**config.mk**
```make
export PLATFORM = sky130hd
export DESIGN_NAME = tcw_div
export DESIGN_NICKNAME = d
export VERILOG_FILES = /design/src/design/tcw_pkg.sv /design/src/design/tcw_div.sv
export SDC_FILE = /design/constraint.sdc
export NUM_CORES = 1
export LEC_CHECK = 0
export ABC_CLOCK_PERIOD_IN_PS = 1800
export BUFFER_PORTS_ARGS = -buffer_cell sky130_fd_sc_hd__clkbuf_2
export CAP_MARGIN = 5
export CORE_MARGIN = 2
export CORE_UTILIZATION = 44
export CTS_CLUSTER_DIAMETER = 200
export DETAILED_ROUTE_END_ITERATION = 16
export PLACE_DENSITY = 0.73
export SETUP_SLACK_MARGIN = 0.1
export SYNTH_ARGS = -nofsm -noshare
export SYNTH_HDL_FRONTEND = slang
export SYNTH_SLANG_ARGS = --single-unit
```
**constraint.sdc**
```tcl
create_clock -name clk_i -period 1.8 [get_ports clk_i]
set_input_delay 0 -clock clk_i [delete_from_list [all_inputs] [get_ports clk_i]]
set_output_delay 0 -clock clk_i [all_outputs]
set_load 0.005 [all_outputs]
```
**src/design/tcw_pkg.sv**
```systemverilog
`timescale 1ns / 1ps
// ----------------------------------------------------------------------------
// tcw_pkg: shared types and constants for the text console writer
// Transaction payload structs, command and register codes, character codes.
// ----------------------------------------------------------------------------
package tcw_pkg;

  localparam int IDX_W      = 11;  // cell index / cursor position width
  localparam int CHAR_W     = 8;
  localparam int ATTR_W     = 8;
  localparam int CFG_IDX_W  = 1;
  localparam int CFG_DATA_W = 8;

  // command codes
  localparam logic CMD_PUT  = 1'b0;
  localparam logic CMD_READ = 1'b1;

  // configuration register indexes
  localparam logic [CFG_IDX_W-1:0] REG_TEXT_COLOR = 1'd0;
  localparam logic [CFG_IDX_W-1:0] REG_BLANK_ATTR = 1'd1;

  // character codes
  localparam logic [CHAR_W-1:0] CHAR_NULL      = 8'd0;
  localparam logic [CHAR_W-1:0] CHAR_BACKSPACE = 8'd8;
  localparam logic [CHAR_W-1:0] CHAR_NEWLINE   = 8'd10;
  localparam logic [CHAR_W-1:0] CHAR_SPACE     = 8'd32;

  localparam logic [ATTR_W-1:0] RESET_ATTR = 8'h0F;

  typedef struct packed {
    logic              command;
    logic [CHAR_W-1:0] char_code;
    logic [IDX_W-1:0]  cell_index;
  } tcw_in_t;

  typedef struct packed {
    logic [IDX_W-1:0]  cursor_position;
    logic [CHAR_W-1:0] read_char;
    logic [ATTR_W-1:0] read_attribute;
    logic              scrolled;
  } tcw_out_t;

  // status from the index divider
  typedef struct packed {
    logic done;
    logic in_range;
  } tcw_div_status_t;

endpackage

```
**src/design/tcw_div.sv**
```systemverilog
`timescale 1ns / 1ps
// ----------------------------------------------------------------------------
// tcw_div: cell index to row / column splitter
// Repeated subtraction of COLUMNS, one step per cycle, stopping at the last row.
// ----------------------------------------------------------------------------
module tcw_div import tcw_pkg::*; #(
  parameter int COLUMNS = 80,
  parameter int ROWS    = 25,
  localparam int CW     = $clog2(COLUMNS),
  localparam int RW     = $clog2(ROWS)
) (
  input  logic             clk_i,
  input  logic             rst_ni,
  input  logic             start_i,
  input  logic [IDX_W-1:0] index_i,
  output tcw_div_status_t  status_o,
  output logic [RW-1:0]    row_o,
  output logic [CW-1:0]    col_o
);

  localparam logic [IDX_W-1:0] COLS_K   = IDX_W'(COLUMNS);
  localparam logic [RW-1:0]    LAST_ROW = RW'(ROWS - 1);

  logic             busy_q;
  logic [IDX_W-1:0] rem_q, rem_d;
  logic [RW-1:0]    cnt_q, cnt_d;
  logic             fits;

  // remainder below one row: quotient found
  assign fits = (rem_q < COLS_K);

  assign status_o.done     = busy_q && (fits || (cnt_q == LAST_ROW));
  assign status_o.in_range = fits;
  assign row_o             = cnt_q;
  assign col_o             = CW'(rem_q);

  // subtract step
  always_comb begin
    rem_d = rem_q;
    cnt_d = cnt_q;
    if (start_i) begin
      rem_d = index_i;
      cnt_d = '0;
    end else if (busy_q && !status_o.done) begin
      rem_d = rem_q - COLS_K;
      cnt_d = cnt_q + RW'(1);
    end
  end

  always_ff @(posedge clk_i or negedge rst_ni) begin
    if (!rst_ni) begin
      busy_q <= 1'b0;
    end else if (start_i) begin
      busy_q <= 1'b1;
    end else if (status_o.done) begin
      busy_q <= 1'b0;
    end
  end

  always_ff @(posedge clk_i) begin
    rem_q <= rem_d;
    cnt_q <= cnt_d;
  end

endmodule

```
==> results by group <==
Floorplan
  – Row count: 16
  – Die ar.: 2490 um2
  – Die boundary width: between 40 and 50 um
  – Die Y: approximately 50 um
  – Core footprint: roughly 2000 um2
  – Initial core utilization: 46.8%
  – Boundary Pins: 28

Clock tree
  – Clk_lat worst skew: around 0.29 ns
  – Clock transition at the registers of the reported paths: ~0.090 ns
  – Total CTS buffers: 3
  – H-Tree Level Count: 1
  – CTS tree: built
  – CTS max path bufs: 2
  – Root buf cell: clkbuf_4
  – Clk sink count: 17

Timing
  – Final setup TNS: 0 ns
  – Final setup skew: roughly 0.0062 ns
  – Fmax: about 580 MHz
  – Final Hold Viols: 0
  – Tcrit/Tclk final: 95.3%
  – Tmin final: around 1.7 ns
  – Fin. max-slew vios: 0
  – Worst slew pin tran: 0.507 ns
  – RSZ-0062 raised after global routing: yes
  – Slew margin rel.: around two thirds
  – Final setup violation count: 0

Placement
  – GP Congestion: 0.773
  – Post-DP HPWL: roughly 1200 um
  – PortBufs: 27
  – Post-place instance area: approximately 1000 um2

Final layout
  – Layout cells sized above 1: about two fifths
  – Fillers: approximately 170
  – Post-route cell area: around 1200 um2
  – Area Growth Syn to Fin: 26.5%
  – ANT cells: 0
  – Most frequent cells in the layout: clkbuf_2 (27), edfxtp_1 (11), o21ai_0 (8)
  – Final nets: around 140
  – Commonest non-fill, non-tap cell in the layout: clkbuf_2

Pwr
  – P_sw: roughly 0.52 mW
  – Clock power share: 13.1%
  – Sw Share: 34.3%
  – Leak: 0.510 nW
  – Flop pwr share: ~44%
  – Pwr per Cell Area: around 1300 nW/um2
  – Comb pwr share: about 43%
  – Pint: 0.999 mW
  – Worst ir drop on vdd: ~0.56 mV

Logic synthesis
  – Synth cell types: 31
  – Main flop type after synthesis: edfxtp_1
  – Main area contributors after synthesis: edfxtp_1 (36%), dfxtp_1 (11%), buf_4 (6.5%)
  – YS warnings: 0
  – Area share of the largest cell type after synthesis: between 30 and 40%
  – Synthesized cell area: approximately 930 um2
  – Register area share after synthesis: between 40 and 50%
  – Average cell area after synthesis: around 11 um2
  – Cells after Synth: 86
  – Asr flop ratio synth: under 10%
  – Syn nets: 103
  – Yosys reg bits: 17
  – Post-synth EDFFs: 11
  – Largest area contributor in the netlist: edfxtp_1

Run
  – Max-cap viol count: 0

Global routing
  – Initial antenna violation count: 0
  – First-pass GRT wire length: around 2900 um
  – Vias in the first global route: 633
  – Total gr overflow: 0
  – Largest net degree at the start of global routing: 28
  – Gr usage total: between 15 and 20%

Drt
  – Drc violations: 0
  – Routed vias: 698
  – Routed Antenna Nets: 0
  – Pre-antenna DRT Iters: 5
  – DR iter-0 viols: 16
  – Drt total wl: approximately 1700 um
  – WL/cell: 12.0 um
  – Vias/cell: slightly below 5

Run status
  – Status: finished clean

Setup path
  – Critical path class: flop to flop
  – Buffers plus inverters on the worst setup path: 0
  – Worst-path maximum fanout: 7
  – Required @ worst endpoint: 1.84 ns
  – Critical path's top delay family: simple AND/OR/NAND/NOR gates
  – CP startpoint kind: flop
  – Crit-path cells: or4_4, o21ai_4, nor2_4, or2_4
  – Crit path largest cell delay: between 0.5 and 0.6 ns
  – Critical path arrival: about 1.8 ns
  – CP Capture Type: flop
  – CP max stage cell: or4_4

Hold path
  – Worst hold path class: input port to asynchronous set/reset pin
-- power groups by stage --
stage                     Sequential (mW)  Clock, mW  Combinational [mW]
after floorplan                     0.659          0               0.413
after global placement              0.659          0               0.537
after detailed placement            0.672          0               0.548
after CTS                           0.653      0.205               0.639
after global routing                0.676      0.222               0.733
final                               0.663      0.199               0.659
-- cell usage after synthesis, types with 2 or more instances --
cell type / instances
a21oi_1: 3
inv_1: 6
and2_1: 4
clkbuf_1: 3
nor2_1: 2
ha_1: 3
mux2_2: 2
edfxtp_1: 11
dfxtp_1: 5
nor2_2: 2
xor2_1: 3
o21ai_0: 8
nand2_1: 4
o21a_1: 2
buf_4: 8
or2_1: 2
or3_1: 2
xnor2_1: 3
-- cell type report --
cell class	count	area (um2)	share of cell area [%]
Sequential cell	17	457	39.0
Multi-Input combinational cell	52	393	33.5
Timing Repair Buffer	39	240	20.5
Tap cell	27	33.8	2.88
Clock buffer	4	26.3	2.24
Inverter	6	22.5	1.92
-- repair_timing --
item,in CTS,in global routing
pin swaps,1,0
gates resized for setup,1,3
hold buffers,5,1
setup buffers,4,0
endpoints found under the hold margin,5,1
setup endpoints to repair,8,12
-- layer usage --
layer	global-route usage, %	wire length (um)	up-vias
li1	-	-	354
met1	19.2	791	312
met2	24.9	808	30
met3	5.15	109	2
met4	11.1	34	0
met5	0	0	-
-- worst register-to-register path, delay by kind of cell (launching register included) --
kind / cells / cell delay (ns)
AND/OR/NAND/NOR: 3 / 0.91
flip-flops: 1 / 0.40
AO/OA/AOI/OAI: 1 / 0.18
-- registers in the layout (all words and copies together), names as in the netlist --
register	count
busy_q	1
rem_q	11
row_o	5
-- cells by family (layout without fill, tap and decap cells) --
family / count (synthesis) / count (layout) / synth area share (%)
AOI/OAI and AO/OA: 15 / 15 / 10.7
xor gates and xnor gates: 6 / 6 / 5.67
adders and majority gates: 3 / 3 / 4.05
buffers and inverters: 17 / 49 / 10.1
DFF: 17 / 17 / 49.1
muxes: 3 / 3 / 3.51
and+or+nand+nor: 25 / 25 / 16.9
-- through the flow --
stage / util, % / setup slack, ns / hold WS (ns) / instances / power (mW)
6_report: 59.2 / 0.0850 / 0.00824 / 145 / 1.52
5_1_grt: 59.2 / 0.0261 / 0.0141 / 145 / 1.63
4_1_cts: 58.2 / 0.0938 / 0.00316 / 144 / 1.50
3_5_place_dp: 52.6 / 0.0721 / -0.223 / 131 / 1.22
3_3_place_gp: 52.6 / 0.105 / -0.224 / 131 / 1.20
2_1_floorplan: - / 0.0701 / -0.296 / 86 / 1.07
-- path summary, 6_finish.rpt --
path,startpoint,endpoint,slack [ns],cells after the start
min in group clk_i,index_i[10],rem_q[10],0.02,3
worst max-delay path,rem_q[7],rem_q[7],0.09,4
worst min-delay path,rst_ni,busy_q,0.008,2
max in group asynchronous,rst_ni,busy_q,1.71,2
worst min register to register,row_o[0],row_o[0],0.52,2
worst max register to register,rem_q[7],rem_q[7],0.09,4
(Power assumes the default switching activity.)
